--- src/sv/tlt_pkg.sv ---
`timescale 1ns / 1ps
// Shared types and codes for the tensor layout transposer.
// No dependencies; imported by tlt_stride_unit and tensor_layout_transpose.
package tlt_pkg;

    localparam int CFG_INDEX_BITS = 3;

    // Configuration register indexes
    localparam logic [CFG_INDEX_BITS-1:0] REG_MODE       = 3'd0;
    localparam logic [CFG_INDEX_BITS-1:0] REG_DIM_OUTER  = 3'd1;
    localparam logic [CFG_INDEX_BITS-1:0] REG_DIM_SECOND = 3'd2;
    localparam logic [CFG_INDEX_BITS-1:0] REG_DIM_THIRD  = 3'd3;
    localparam logic [CFG_INDEX_BITS-1:0] REG_DIM_FOURTH = 3'd4;

    // Layout modes
    localparam logic [1:0] MODE_IDENTITY  = 2'd0;
    localparam logic [1:0] MODE_NHWC_NCHW = 2'd1;
    localparam logic [1:0] MODE_NCHW_NHWC = 2'd2;
    localparam logic [1:0] MODE_MATRIX    = 2'd3;

    // Status of the stride sequencer
    typedef struct packed {
        logic busy;       // recomputing strides and offsets
        logic done;       // one-cycle pulse: load fresh offset terms
        logic too_large;  // element count exceeds 2^32-1
    } tlt_status_t;

endpackage

--- src/sv/tlt_stride_unit.sv ---
`timescale 1ns / 1ps
// Stride sequencer: after a configuration write, derives per-axis strides,
// the oversize flag and the offset terms of the current indices. Uses tlt_pkg.
module tlt_stride_unit
    import tlt_pkg::*;
#(
    parameter int DIM_BITS    = 16,
    parameter int OFFSET_BITS = 32
)
(
    input  logic                   clk,
    input  logic                   rst_n,
    input  logic                   start,
    input  logic [1:0]             mode,
    input  logic [DIM_BITS-1:0]    d0,
    input  logic [DIM_BITS-1:0]    d1,
    input  logic [DIM_BITS-1:0]    d2,
    input  logic [DIM_BITS-1:0]    d3m,
    input  logic [DIM_BITS-1:0]    idx0,
    input  logic [DIM_BITS-1:0]    idx1,
    input  logic [DIM_BITS-1:0]    idx2,
    input  logic [DIM_BITS-1:0]    idx3,
    output logic [OFFSET_BITS-1:0] inner,
    output logic [OFFSET_BITS-1:0] s1,
    output logic [OFFSET_BITS-1:0] s2,
    output logic [OFFSET_BITS-1:0] s3,
    output logic [OFFSET_BITS-1:0] base_init,
    output logic [OFFSET_BITS-1:0] c1_init,
    output logic [OFFSET_BITS-1:0] c2_init,
    output logic [OFFSET_BITS-1:0] c3_init,
    output tlt_status_t            status
);

    localparam int AW = (OFFSET_BITS > 33) ? OFFSET_BITS : 33;
    localparam int PW = AW + DIM_BITS;

    typedef enum logic [3:0] {
        ST_D1D2,
        ST_INNER,
        ST_D1D3,
        ST_D2D3,
        ST_CNT01,
        ST_CNT2,
        ST_CNT3,
        ST_BASE,
        ST_C1,
        ST_C2,
        ST_C3
    } step_t;

    step_t                  step_reg;
    logic                   busy_reg;
    logic                   done_reg;
    logic                   too_large_reg;
    logic [OFFSET_BITS-1:0] t12_reg;
    logic [OFFSET_BITS-1:0] t123_reg;
    logic [OFFSET_BITS-1:0] t13_reg;
    logic [OFFSET_BITS-1:0] t23_reg;
    logic [32:0]            cnt_reg;
    logic [OFFSET_BITS-1:0] inner_reg;
    logic [OFFSET_BITS-1:0] s1_reg;
    logic [OFFSET_BITS-1:0] s2_reg;
    logic [OFFSET_BITS-1:0] s3_reg;
    logic [OFFSET_BITS-1:0] base_init_reg;
    logic [OFFSET_BITS-1:0] c1_init_reg;
    logic [OFFSET_BITS-1:0] c2_init_reg;
    logic [OFFSET_BITS-1:0] c3_init_reg;

    logic [OFFSET_BITS-1:0] s1_sel;
    logic [OFFSET_BITS-1:0] s2_sel;
    logic [OFFSET_BITS-1:0] s3_sel;
    logic [AW-1:0]          op_a;
    logic [DIM_BITS-1:0]    op_b;
    logic [PW-1:0]          prod;
    logic [OFFSET_BITS-1:0] prod_off;
    logic [32:0]            prod_sat;

    // Stride per input axis, by mode
    always_comb
    begin
        case (mode)
            MODE_IDENTITY:
            begin
                s1_sel = t23_reg;
                s2_sel = OFFSET_BITS'(d3m);
                s3_sel = OFFSET_BITS'(1);
            end
            MODE_NHWC_NCHW:
            begin
                s1_sel = OFFSET_BITS'(d2);
                s2_sel = OFFSET_BITS'(1);
                s3_sel = t12_reg;
            end
            MODE_NCHW_NHWC:
            begin
                s1_sel = OFFSET_BITS'(1);
                s2_sel = t13_reg;
                s3_sel = OFFSET_BITS'(d1);
            end
            default:
            begin
                s1_sel = OFFSET_BITS'(1);
                s2_sel = OFFSET_BITS'(d1);
                s3_sel = '0;
            end
        endcase
    end

    // Shared multiplier operands
    always_comb
    begin
        case (step_reg)
            ST_D1D2:  begin op_a = AW'(d1);        op_b = d2;   end
            ST_INNER: begin op_a = AW'(t12_reg);   op_b = d3m;  end
            ST_D1D3:  begin op_a = AW'(d1);        op_b = d3m;  end
            ST_D2D3:  begin op_a = AW'(d2);        op_b = d3m;  end
            ST_CNT01: begin op_a = AW'(d0);        op_b = d1;   end
            ST_CNT2:  begin op_a = AW'(cnt_reg);   op_b = d2;   end
            ST_CNT3:  begin op_a = AW'(cnt_reg);   op_b = d3m;  end
            ST_BASE:  begin op_a = AW'(t123_reg);  op_b = idx0; end
            ST_C1:    begin op_a = AW'(s1_sel);    op_b = idx1; end
            ST_C2:    begin op_a = AW'(s2_sel);    op_b = idx2; end
            ST_C3:    begin op_a = AW'(s3_sel);    op_b = idx3; end
            default:  begin op_a = '0;             op_b = '0;   end
        endcase
    end

    assign prod     = PW'(op_a) * PW'(op_b);
    assign prod_off = prod[OFFSET_BITS-1:0];
    // Saturate the element count at 2^32
    assign prod_sat = (|prod[PW-1:32]) ? {1'b1, 32'b0} : prod[32:0];

    always_ff @(posedge clk or negedge rst_n)
    begin
        if (!rst_n)
        begin
            step_reg      <= ST_D1D2;
            busy_reg      <= 1'b0;
            done_reg      <= 1'b0;
            too_large_reg <= 1'b0;
            inner_reg     <= OFFSET_BITS'(1);
            s1_reg        <= OFFSET_BITS'(1);
            s2_reg        <= OFFSET_BITS'(1);
            s3_reg        <= OFFSET_BITS'(1);
            base_init_reg <= '0;
            c1_init_reg   <= '0;
            c2_init_reg   <= '0;
            c3_init_reg   <= '0;
            t12_reg       <= '0;
            t123_reg      <= '0;
            t13_reg       <= '0;
            t23_reg       <= '0;
            cnt_reg       <= '0;
        end
        else
        begin
            done_reg <= 1'b0;
            if (start)
            begin
                busy_reg <= 1'b1;
                step_reg <= ST_D1D2;
            end
            else if (busy_reg)
            begin
                case (step_reg)
                    ST_D1D2:  begin t12_reg  <= prod_off; step_reg <= ST_INNER; end
                    ST_INNER: begin t123_reg <= prod_off; step_reg <= ST_D1D3;  end
                    ST_D1D3:  begin t13_reg  <= prod_off; step_reg <= ST_D2D3;  end
                    ST_D2D3:  begin t23_reg  <= prod_off; step_reg <= ST_CNT01; end
                    ST_CNT01: begin cnt_reg  <= prod_sat; step_reg <= ST_CNT2;  end
                    ST_CNT2:  begin cnt_reg  <= prod_sat; step_reg <= ST_CNT3;  end
                    ST_CNT3:
                    begin
                        too_large_reg <= prod_sat[32];
                        step_reg      <= ST_BASE;
                    end
                    ST_BASE:  begin base_init_reg <= prod_off; step_reg <= ST_C1; end
                    ST_C1:    begin c1_init_reg   <= prod_off; step_reg <= ST_C2; end
                    ST_C2:    begin c2_init_reg   <= prod_off; step_reg <= ST_C3; end
                    ST_C3:
                    begin
                        c3_init_reg <= prod_off;
                        inner_reg   <= t123_reg;
                        s1_reg      <= s1_sel;
                        s2_reg      <= s2_sel;
                        s3_reg      <= s3_sel;
                        busy_reg    <= 1'b0;
                        done_reg    <= 1'b1;
                        step_reg    <= ST_D1D2;
                    end
                    default:
                    begin
                        busy_reg <= 1'b0;
                        step_reg <= ST_D1D2;
                    end
                endcase
            end
        end
    end

    assign inner            = inner_reg;
    assign s1               = s1_reg;
    assign s2               = s2_reg;
    assign s3               = s3_reg;
    assign base_init        = base_init_reg;
    assign c1_init          = c1_init_reg;
    assign c2_init          = c2_init_reg;
    assign c3_init          = c3_init_reg;
    assign status.busy      = busy_reg;
    assign status.done      = done_reg;
    assign status.too_large = too_large_reg;

endmodule

--- src/sv/tensor_layout_transpose.sv ---
`timescale 1ns / 1ps
// An accepted byte appears as a result transaction in the next cycle.
// Throughput: one byte per cycle while byte_stall is low, set by the index counters and offset adders.
// After each configuration write the input stalls while the
// stride sequencer runs its shared multiplier through 11 steps.
// Reset: mode 0, all dimensions 1, indices and offsets zero, no result pending.
// Depends on tlt_pkg and tlt_stride_unit.
module tensor_layout_transpose
    import tlt_pkg::*;
#(
    parameter int DIM_BITS    = 16,
    parameter int OFFSET_BITS = 32
)
(
    input  logic                      clk,
    input  logic                      rst_n,
    // byte input channel
    input  logic                      byte_valid,
    output logic                      byte_stall,
    input  logic [7:0]                in_byte,
    // result channel
    output logic                      result_valid,
    input  logic                      result_stall,
    output logic [7:0]                out_byte,
    output logic [31:0]               dest_offset,
    output logic                      last,
    output logic                      too_large,
    // configuration write channel
    input  logic                      cfg_valid,
    output logic                      cfg_ready,
    input  logic [CFG_INDEX_BITS-1:0] cfg_index,
    input  logic [DIM_BITS-1:0]       cfg_data
);

    localparam int OW = (OFFSET_BITS > 32) ? OFFSET_BITS : 32;

    // Configuration registers
    logic [1:0]             mode_reg;
    logic [DIM_BITS-1:0]    dim0_reg;
    logic [DIM_BITS-1:0]    dim1_reg;
    logic [DIM_BITS-1:0]    dim2_reg;
    logic [DIM_BITS-1:0]    dim3_reg;

    // Input position of the next byte and its offset terms
    logic [DIM_BITS-1:0]    idx0_reg, idx0_next;
    logic [DIM_BITS-1:0]    idx1_reg, idx1_next;
    logic [DIM_BITS-1:0]    idx2_reg, idx2_next;
    logic [DIM_BITS-1:0]    idx3_reg, idx3_next;
    logic [OFFSET_BITS-1:0] base_reg, base_next;
    logic [OFFSET_BITS-1:0] c1_reg, c1_next;
    logic [OFFSET_BITS-1:0] c2_reg, c2_next;
    logic [OFFSET_BITS-1:0] c3_reg, c3_next;

    // Result register
    logic                   result_valid_reg;
    logic [7:0]             out_byte_reg;
    logic [31:0]            dest_reg;
    logic                   last_reg;
    logic                   too_large_reg;

    logic                   matrix;
    logic [DIM_BITS-1:0]    d0, d1, d2, d3m;
    logic [OFFSET_BITS-1:0] inner, s1, s2, s3;
    logic [OFFSET_BITS-1:0] base_init, c1_init, c2_init, c3_init;
    tlt_status_t            status;
    logic                   cfg_write;
    logic                   accept;
    logic                   wrap0, wrap1, wrap2, wrap3;
    logic                   last_now;
    logic [OFFSET_BITS-1:0] dest_now;
    logic [OW-1:0]          dest_ext;

    assign cfg_ready = 1'b1;
    assign cfg_write = cfg_valid && cfg_ready;

    // Hold input while strides are rebuilt, while a write is pending, or
    // while a finished result waits on a stalled receiver.
    assign byte_stall = status.busy || status.done || cfg_valid ||
                        (result_valid_reg && result_stall);
    assign accept     = byte_valid && !byte_stall;

    // A zero dimension acts as size one; matrix mode drops the fourth axis.
    assign matrix = (mode_reg == MODE_MATRIX);
    assign d0  = (dim0_reg == '0) ? DIM_BITS'(1) : dim0_reg;
    assign d1  = (dim1_reg == '0) ? DIM_BITS'(1) : dim1_reg;
    assign d2  = (dim2_reg == '0) ? DIM_BITS'(1) : dim2_reg;
    assign d3m = (matrix || dim3_reg == '0) ? DIM_BITS'(1) : dim3_reg;

    tlt_stride_unit #(
        .DIM_BITS    (DIM_BITS),
        .OFFSET_BITS (OFFSET_BITS)
    ) u_stride (
        .clk       (clk),
        .rst_n     (rst_n),
        .start     (cfg_write),
        .mode      (mode_reg),
        .d0        (d0),
        .d1        (d1),
        .d2        (d2),
        .d3m       (d3m),
        .idx0      (idx0_reg),
        .idx1      (idx1_reg),
        .idx2      (idx2_reg),
        .idx3      (idx3_reg),
        .inner     (inner),
        .s1        (s1),
        .s2        (s2),
        .s3        (s3),
        .base_init (base_init),
        .c1_init   (c1_init),
        .c2_init   (c2_init),
        .c3_init   (c3_init),
        .status    (status)
    );

    // An index at or above its last value wraps to zero and carries.
    // In matrix mode the fourth size is one, so that axis always wraps.
    assign wrap3    = (idx3_reg >= d3m - DIM_BITS'(1));
    assign wrap2    = (idx2_reg >= d2 - DIM_BITS'(1));
    assign wrap1    = (idx1_reg >= d1 - DIM_BITS'(1));
    assign wrap0    = (idx0_reg >= d0 - DIM_BITS'(1));
    assign last_now = wrap0 && wrap1 && wrap2 && wrap3;

    // Output offset is the sum of the per-axis terms, modulo 2^OFFSET_BITS.
    assign dest_now = base_reg + c1_reg + c2_reg + c3_reg;
    assign dest_ext = OW'(dest_now);

    // Load fresh offset terms when the sequencer is done; else advance counters and running offset terms by one byte
    always_comb
    begin
        idx0_next = idx0_reg;
        idx1_next = idx1_reg;
        idx2_next = idx2_reg;
        idx3_next = idx3_reg;
        base_next = base_reg;
        c1_next   = c1_reg;
        c2_next   = c2_reg;
        c3_next   = c3_reg;
        if (status.done)
        begin
            base_next = base_init;
            c1_next   = c1_init;
            c2_next   = c2_init;
            c3_next   = c3_init;
        end
        else if (accept)
        begin
            idx3_next = wrap3 ? '0 : idx3_reg + DIM_BITS'(1);
            c3_next   = wrap3 ? '0 : c3_reg + s3;
            if (wrap3)
            begin
                idx2_next = wrap2 ? '0 : idx2_reg + DIM_BITS'(1);
                c2_next   = wrap2 ? '0 : c2_reg + s2;
                if (wrap2)
                begin
                    idx1_next = wrap1 ? '0 : idx1_reg + DIM_BITS'(1);
                    c1_next   = wrap1 ? '0 : c1_reg + s1;
                    if (wrap1)
                    begin
                        idx0_next = wrap0 ? '0 : idx0_reg + DIM_BITS'(1);
                        base_next = wrap0 ? '0 : base_reg + inner;
                    end
                end
            end
        end
    end

    // Configuration registers; writes to unknown indexes are dropped
    always_ff @(posedge clk or negedge rst_n)
    begin
        if (!rst_n)
        begin
            mode_reg <= MODE_IDENTITY;
            dim0_reg <= DIM_BITS'(1);
            dim1_reg <= DIM_BITS'(1);
            dim2_reg <= DIM_BITS'(1);
            dim3_reg <= DIM_BITS'(1);
        end
        else if (cfg_write)
        begin
            case (cfg_index)
                REG_MODE:       mode_reg <= cfg_data[1:0];
                REG_DIM_OUTER:  dim0_reg <= cfg_data;
                REG_DIM_SECOND: dim1_reg <= cfg_data;
                REG_DIM_THIRD:  dim2_reg <= cfg_data;
                REG_DIM_FOURTH: dim3_reg <= cfg_data;
                default:        ;
            endcase
        end
    end

    // Index counters and offset terms
    always_ff @(posedge clk or negedge rst_n)
    begin
        if (!rst_n)
        begin
            idx0_reg <= '0;
            idx1_reg <= '0;
            idx2_reg <= '0;
            idx3_reg <= '0;
            base_reg <= '0;
            c1_reg   <= '0;
            c2_reg   <= '0;
            c3_reg   <= '0;
        end
        else
        begin
            idx0_reg <= idx0_next;
            idx1_reg <= idx1_next;
            idx2_reg <= idx2_next;
            idx3_reg <= idx3_next;
            base_reg <= base_next;
            c1_reg   <= c1_next;
            c2_reg   <= c2_next;
            c3_reg   <= c3_next;
        end
    end

    // Result register: load on accept, drop once the receiver takes it
    always_ff @(posedge clk or negedge rst_n)
    begin
        if (!rst_n)
        begin
            result_valid_reg <= 1'b0;
        end
        else if (accept)
        begin
            result_valid_reg <= 1'b1;
        end
        else if (!result_stall)
        begin
            result_valid_reg <= 1'b0;
        end
    end

    always_ff @(posedge clk)
    begin
        if (accept)
        begin
            out_byte_reg  <= in_byte;
            dest_reg      <= dest_ext[31:0];
            last_reg      <= last_now;
            too_large_reg <= status.too_large;
        end
    end

    assign result_valid = result_valid_reg;
    assign out_byte     = out_byte_reg;
    assign dest_offset  = dest_reg;
    assign last         = last_reg;
    assign too_large    = too_large_reg;

    // No byte enters while the sequencer rebuilds strides
    a_no_accept_busy: assert property (@(posedge clk) disable iff (!rst_n)
        accept |-> !status.busy && !status.done)
        else $error("byte accepted during stride rebuild");

    // A configuration write holds off input on the following cycle
    a_cfg_stalls: assert property (@(posedge clk) disable iff (!rst_n)
        cfg_write |=> byte_stall)
        else $error("input not stalled after configuration write");

    // The final element returns every counter to zero
    a_last_wraps: assert property (@(posedge clk) disable iff (!rst_n)
        accept && last_now |=> idx0_reg == '0 && idx1_reg == '0 &&
                               idx2_reg == '0 && idx3_reg == '0 &&
                               base_reg == '0 && c1_reg == '0 &&
                               c2_reg == '0 && c3_reg == '0)
        else $error("counters not cleared after final element");

    // Matrix mode clears the fourth index on every advance
    a_matrix_fourth: assert property (@(posedge clk) disable iff (!rst_n)
        accept && matrix |=> idx3_reg == '0 && c3_reg == '0)
        else $error("fourth axis advanced in matrix mode");

endmodule

--- config.mk ---
export PLATFORM = sky130hd
export DESIGN_NAME = tensor_layout_transpose
export DESIGN_NICKNAME = d
export VERILOG_FILES = /design/src/sv/tlt_pkg.sv /design/src/sv/tlt_stride_unit.sv /design/src/sv/tensor_layout_transpose.sv
export SDC_FILE = /design/constraint.sdc
export NUM_CORES = 2
export LEC_CHECK = 0
export ABC_AREA = 1
export BUFFER_PORTS_ARGS = -buffer_cell sky130_fd_sc_hd__buf_4
export CAP_MARGIN = 20
export CORE_AREA = 4 4 342 344
export CTS_BUF_LIST = sky130_fd_sc_hd__clkbuf_4 sky130_fd_sc_hd__clkbuf_8
export DETAILED_ROUTE_END_ITERATION = 12
export DIE_AREA = 0 0 346 348
export PLACE_DENSITY = 0.74
export SYNTH_ARGS = -nofsm -noshare
export SYNTH_HDL_FRONTEND = slang
export SYNTH_HIERARCHICAL = 1
export SYNTH_SLANG_ARGS = --single-unit
--- constraint.sdc ---
create_clock -name clk -period 16.7 [get_ports clk]
set_input_delay 3.34 -clock clk [delete_from_list [all_inputs] [get_ports clk]]
set_output_delay 3.34 -clock clk [all_outputs]
set_load 0.02 [all_outputs]
# Yosys cells after proc, flatten, opt, wreduce, memory -nomap -nowiden
# Index checks and enable logic that the tools add are counted.
# Widths: inputs -> output; s select.
word_totals:
  ff_bits: 725
  in_bits: 32
  wordCells: 169
  output_inout_bits: 45
classes:
  mul: 1
  n_addsub: 15
  n_eq_ne: 18
  mux: 43
  bitwise: 2
  order_cmp: 4
  n_reduce_logical: 51
op_table:
  columns: ["op", "n"]
  rows:
  - ["$mux 32", 18]
  - ["$pmux 33 s9", 1]
  - ["$add 32x32->32", 7]
  - ["$pmux 32 s3", 2]
  - ["$mux 16", 8]
  - ["$pmux 16 s7", 1]
  - ["$add 16x1->16 const B", 4]
  - ["$ge 16x16->1", 4]
  - ["$logic_not 16->1", 4]
  - ["$pmux 32 s2", 1]
  - ["$sub 16x1->16 const B", 4]
  - ["$mul 33x16->49", 1]
  - ["$pmux 4 s10", 1]
  - ["$reduce_and 3->1", 12]
  - ["$mux 33", 1]
  - ["$reduce_or 17->1", 1]
  - ["$eq 4x3->1 const B", 4]
  - ["$reduce_and 2->1", 7]
  - ["$eq 4x4->1 const B", 3]
  - ["$reduce_bool 2->1", 5]
  - ["$reduce_or 10->1", 1]
  - ["$eq 4x2->1 const B", 2]
  - ["$mux 1", 8]
  - ["$mux 4", 2]
  - ["other kinds (18)", 32]

# Logic depth before layout (Yosys ltp)
depth:
  ltp_word: 10
  mapped_depth: 46
  ltp_nobuf: 45

# Modules after synthesis
# Netlist, hierarchy kept.
modules_own_cells:
  columns: ["module", "n_inst", "cells_each", "seq_area_each_um2", "area_each_um2"]
  rows:
  - ["tlt_stride_unit", 1, 4577, 10615.2, 36769.0]
  - ["tensor_layout_transpose", 1, 4348, 7747.4, 28778.9]

# Worst setup path after synthesis
# No wires, ideal clock.
synth_path:
  path_kind: "reg2reg"
  start: "reg dim3_reg[8]"
  end: "reg u_stride.cnt_reg[10]"
  period_less_slack_ps: 7120
  path_buffers: 2
  t_required_ps: 16634
  path_slack_ps: 9580
  t_arrival_ps: 7054
  setup_ps: 66
  stages_incl_launch_ff: 45
  cell_sequence: "dfrtp_1 -> nor3_2 -> nand2_1 -> nor2_1 -> nand2_2 -> nand2_4 -> buf_2 -> nor2_1 -> inv_1 -> o21ai_0 -> o221ai_1 -> nor2_1 -> nor4_4 -> inv_2 -> nand2_1 -> fa_1 -> fa_1 -> inv_1 -> (+9 left out) -> nand2_1 -> inv_1 -> nand2_1 -> nand2_1 -> inv_1 -> nand3_1 -> nand2_1 -> nand2_1 -> nand2_1 -> nand2_1 -> nand2_1 -> nand2_1 -> nor2_1 -> nand2_1 -> nor2_4 -> buf_6 -> nand4_1 -> nand2_1"
synth_between:
  elab_chain_cells: 8
  elab_cells_between_ends: 9
  cone_classes: "mul (1); mux (5); reduce/logical (3)"
synth_lines:
  columns: ["element", "line_no", "rtl"]
  rows:
  - ["start, declared", "tensor_layout_transpose.sv:42", "logic [DIM_BITS-1:0] dim3_reg;"]
  - ["start signal, assigned", "tensor_layout_transpose.sv:186", "REG_DIM_FOURTH: dim3_reg <= cfg_data;"]
  - ["$logic_not 16->1 (*)", "tensor_layout_transpose.sv:87", "assign d3m = (matrix || dim3_reg == '0) ? DIM_BITS'(1) : dim3_reg;"]
  - ["$logic_or 1x1->1 (*)", "tensor_layout_transpose.sv:87", null]
  - ["$mux 16 (*)", "tensor_layout_transpose.sv:87", null]
  - ["named net d3m[9]", "tensor_layout_transpose.sv:62", "logic [DIM_BITS-1:0] d0, d1, d2, d3m;"]
  - ["$pmux 32 s3", "tlt_stride_unit.sv:81", "case (mode)"]
  - ["$pmux 33 s9", "tlt_stride_unit.sv:112", "case (step_reg)"]
  - ["$mul 33x16->49 (*)", "tlt_stride_unit.sv:128", "assign prod = PW'(op_a) * PW'(op_b);"]
  - ["$reduce_or 17->1", "tlt_stride_unit.sv:131", "assign prod_sat = (|prod[PW-1:32]) ? {1'b1, 32'b0} : prod[32:0];"]
  - ["$mux 33 (*)", "tlt_stride_unit.sv:131", null]
  - ["end signal, assigned", "tlt_stride_unit.sv:153", "cnt_reg <= '0;"]
  - ["end signal, assigned", "tlt_stride_unit.sv:170", "ST_CNT01: begin cnt_reg <= prod_sat; step_reg <= ST_CNT2; end"]
  - ["end signal, assigned", "tlt_stride_unit.sv:171", "ST_CNT2: begin cnt_reg <= prod_sat; step_reg <= ST_CNT3; end"]
  - ["end, declared", "tlt_stride_unit.sv:59", "logic [32:0] cnt_reg;"]
# The timed path passes the listed nets; every way through them passes the cells marked *.
# A chain may end at the register's enable or synchronous reset.

# Final worst setup path
layout_path:
  start: "reg mode_reg[0]"
  end: "reg u_stride.too_large_reg"
layout_between:
  elab_chain_cells: 8
  elab_cells_between_ends: 14
  cone_classes: "mul (1); eq/ne (3); mux (7); reduce/logical (3)"
layout_lines:
  columns: ["element", "line_no", "rtl"]
  rows:
  - ["start, declared", "tensor_layout_transpose.sv:38", "logic [1:0] mode_reg;"]
  - ["start signal, assigned", "tensor_layout_transpose.sv:182", "REG_MODE: mode_reg <= cfg_data[1:0];"]
  - ["$eq 2x2->1", "tensor_layout_transpose.sv:83", "assign matrix = (mode_reg == MODE_MATRIX);"]
  - ["$logic_or 1x1->1", "tensor_layout_transpose.sv:87", null]
  - ["$mux 16", "tensor_layout_transpose.sv:87", null]
  - ["$pmux 32 s3", "tlt_stride_unit.sv:81", null]
  - ["$pmux 33 s9", "tlt_stride_unit.sv:112", null]
  - ["$mul 33x16->49 (*)", "tlt_stride_unit.sv:128", null]
  - ["$reduce_or 17->1", "tlt_stride_unit.sv:131", null]
  - ["$mux 33 (*)", "tlt_stride_unit.sv:131", null]
  - ["end signal, assigned", "tlt_stride_unit.sv:174", "too_large_reg <= prod_sat[32];"]
  - ["end, declared", "tlt_stride_unit.sv:54", "logic too_large_reg;"]
# Mark *: on every way between the ends. The rest lies on a longest branch, timed or not.

==> impl_metrics.env <==
export IMPL_status="finished, final reports clean"
export IMPL_htreeDepth=4
export IMPL_numCtsBuffers=131
export IMPL_critPathMaxStageDelay_ns=0.87
export IMPL_hold_worst_slack_ns=0.464
export IMPL_grt_usage_pct=41.9
export IMPL_place_hpwl_um=199000
export IMPL_critPathMostFrequentCell="nand2_1"
export IMPL_powerDensity_nw_per_um2=187
export IMPL_gp_congestion=1.05
export IMPL_fin_setup_tns_ns=0
export IMPL_root_buffer="clkbuf_8"
export IMPL_ctsLongestPathBuffers=3
export IMPL_die_h_um=348
export IMPL_initial_core_util_pct=57.6
export IMPL_cp_start_kind="flop"
export IMPL_cp_data_required_time_ns=17.42
export IMPL_ys_warn_count=6
export IMPL_syn_area_um2=65500
export IMPL_clk_pin_slew_worst_paths_ns=0.06
export IMPL_drt_iter0_markers=7101
export IMPL_drt_total_wl_um=254000
export IMPL_yosys_cell_types_count=74
export IMPL_ios=77
export IMPL_avgViaCountPerCell=5.90
export IMPL_post_route_util_pct=61.6
export IMPL_hold_viol_final=0
export IMPL_cts_tree="built"
export IMPL_rows=124
export IMPL_cp_endpoint="u_stride/too_large_reg"
export IMPL_antenna_left=0
export IMPL_wl_per_cell_um=24.2
export IMPL_path_class="reg2reg"
export IMPL_setup_violations=0
export IMPL_reg2reg_depth=32
export IMPL_grt_start_max_net_pins=102
export IMPL_drive_above_1_share_pct=7.18
export IMPL_relSlewSlack_pct=13.3
export IMPL_gr_total_overflow=0
export IMPL_area_growth_synth_to_final_pct=7.02
export IMPL_synth_edff_count=42
export IMPL_hp_start="u_stride/c3_init[4]"
export IMPL_total_power_w=0.0132
export IMPL_antenna_found_initial=16
export IMPL_leakage_nw=36.6
export IMPL_seq_area_frac_synth_pct=28.0
export IMPL_coreArea_um2=114000
export IMPL_vias=62000
export IMPL_synth_ff_type="dfrtp_1"
export IMPL_drt_pass1_iterations=8
export IMPL_setup_worst_path_start="mode_reg[0]"
export IMPL_syn_instance_count=8925
export IMPL_postCtsSetupBuffers=0
export IMPL_hp_class="reg2reg"
export IMPL_skew_ns=0.0736
export IMPL_io_buffers=75
export IMPL_path_max_fanout=33
export IMPL_final_common_cell="nand2_1"
export IMPL_drc_errors=0
export IMPL_ys_seq_elements=725
export IMPL_post_cts_resized=0
export IMPL_grt_pass1_wl_um=380000
export IMPL_rsz0062_at_grt="false"
export IMPL_syn_nets=9803
export IMPL_holdBufCountCts=0
export IMPL_period_share_pct=60.2
export IMPL_die_area_um2=120000
export IMPL_r2r_setup_slack_ns=6.64
export IMPL_die_w_um=346
export IMPL_synth_async_reset_ratio_pct=94.2
export IMPL_worst_pin_slew_ns=1.29
export IMPL_peakVddDrop_mv=0.539
export IMPL_cpMaxStageDelayCell="nand4_1"
export IMPL_max_cap_viol_count=0
export IMPL_crit_arrival_ns=10.78
export IMPL_slew_viol_final=0
export IMPL_largest_reg_flops=33
export IMPL_cp_end_kind="flop"
export IMPL_fillers=10500
export IMPL_grt_pass1_vias=60900
export IMPL_cts_sinks=725
export IMPL_clock_latency_ns=0.88
export IMPL_final_cell_mix="nand2_1 (3087), inv_1 (1307), nor2_1 (686)"
export IMPL_r2r_end="u_stride/too_large_reg"
export IMPL_max_freq_mhz=99.5
export IMPL_period_minus_slack_ns=10.06
export IMPL_r2r_start="mode_reg[0]"
export IMPL_syn_area_per_cell_um2=7.34
export IMPL_nets=9764
## cells by family (layout without fill, tap and decap cells)
logic type / count (synthesis) / after routing / synth area share (%)
AOI/OAI and AO/OA: 921 / 921 / 7.89
xor gates and xnor gates: 197 / 197 / 2.63
adders and majority gates: 846 / 846 / 21.9
buffers and inverters: 1704 / 1762 / 10.5
DFF: 725 / 725 / 28.0
other: 1 / 22 / 0.00572
and+or+nand+nor: 4531 / 4531 / 29.1
## metrics by stage
stage          std cells  worst slack [ns]  cell area (um^2)
6_report           10500              6.64             70200
5_1_grt            10500              6.18             70100
4_1_cts            10500              6.89             70000
3_5_place_dp       10300              6.91             67100
3_3_place_gp       10300              7.01             67100
2_1_floorplan       8925              9.58             65500
## routing by layer
layer	track usage (%)	part of all wire, %
met1	52.5	37
met2	65.4	44
met3	9.47	11
met4	28.3	8.2
met5	0	0.011
## report_power, final
part | leakage, nW | switching (W) | total (W) | internal, W
clock | 1.49 | 0.000834 | 0.00186 | 0.00103
sequential | 8.93 | 0.000349 | 0.00243 | 0.00208
combinational | 26.2 | 0.00651 | 0.00886 | 0.00235
total | 36.6 | 0.00769 | 0.0132 | 0.00546
## cell type report
| type | count | area [um^2] | share of cell area [%] |
|---|---|---|---|
| clock inverter | 37 | 385 | 0.549 |
| timing repair buffer | 161 | 1290 | 1.84 |
| multi-input combinational | 6496 | 40500 | 57.8 |
| antenna | 21 | 52.6 | 0.0749 |
| inverter | 1371 | 5150 | 7.34 |
| sequential | 725 | 18400 | 26.2 |
| tap | 1512 | 1890 | 2.70 |
| clock buffer | 193 | 2460 | 3.51 |
## worst min-delay path by stage
stage	cells after the start	to	slack (ns)
2_1_floorplan	2	u_stride/inner[15]	0.45
3_3_place_gp	2	u_stride/inner[26]	0.46
3_5_place_dp	2	u_stride/s3[0]	0.46
4_1_cts	2	c3_reg[4]	0.47
5_1_grt	2	c3_reg[4]	0.48
6_report	2	c3_reg[4]	0.46
## synthesized netlist by cell type (5+ instances only)
master	n	share of area, %
nand2_1	3088	18
inv_1	1308	7.5
nor2_1	688	3.9
dfrtp_1	675	26
o21ai_0	503	3.8
fa_1	498	15
nand3_1	381	2.9
ha_1	348	6.6
a21oi_1	204	1.6
clkbuf_1	168	0.96
xnor2_1	106	1.4
nand4_1	103	0.98
xor2_1	91	1.2
buf_2	90	0.69
nor3_1	65	0.50
inv_2	61	0.35
o22ai_1	46	0.44
edfxtp_1	42	1.9
buf_4	39	0.45
nand3b_1	34	0.39
buf_6	30	0.52
o21bai_1	28	0.32
nand2_2	24	0.23
nor4_4	24	0.78
nor4_1	23	0.22
o21ai_1	23	0.18
o221ai_1	21	0.28
nor2_2	19	0.18
nor2_4	16	0.27
a21o_1	13	0.15
nand4_2	11	0.21
a22oi_1	10	0.11
o211ai_1	10	0.11
nand3_2	9	0.14
nor3_2	9	0.14
o21a_1	9	0.10
or2_2	9	0.086
and2_1	8	0.076
dfstp_2	8	0.32
a32oi_1	7	0.094
o21ai_2	5	0.067
o31ai_1	5	0.057
## critical path: cells and delay by family (launching register included)
| family | cells | cell delay (ns) |
|---|---|---|
| and+or+nand+nor | 17 | 4.07 |
| buffers and inverters | 7 | 0.85 |
| DFF | 1 | 0.67 |
| AOI/OAI and AO/OA | 1 | 0.76 |
| adders and majority gates | 7 | 3.51 |
Note: power is estimated with default switching activity, not from simulation.
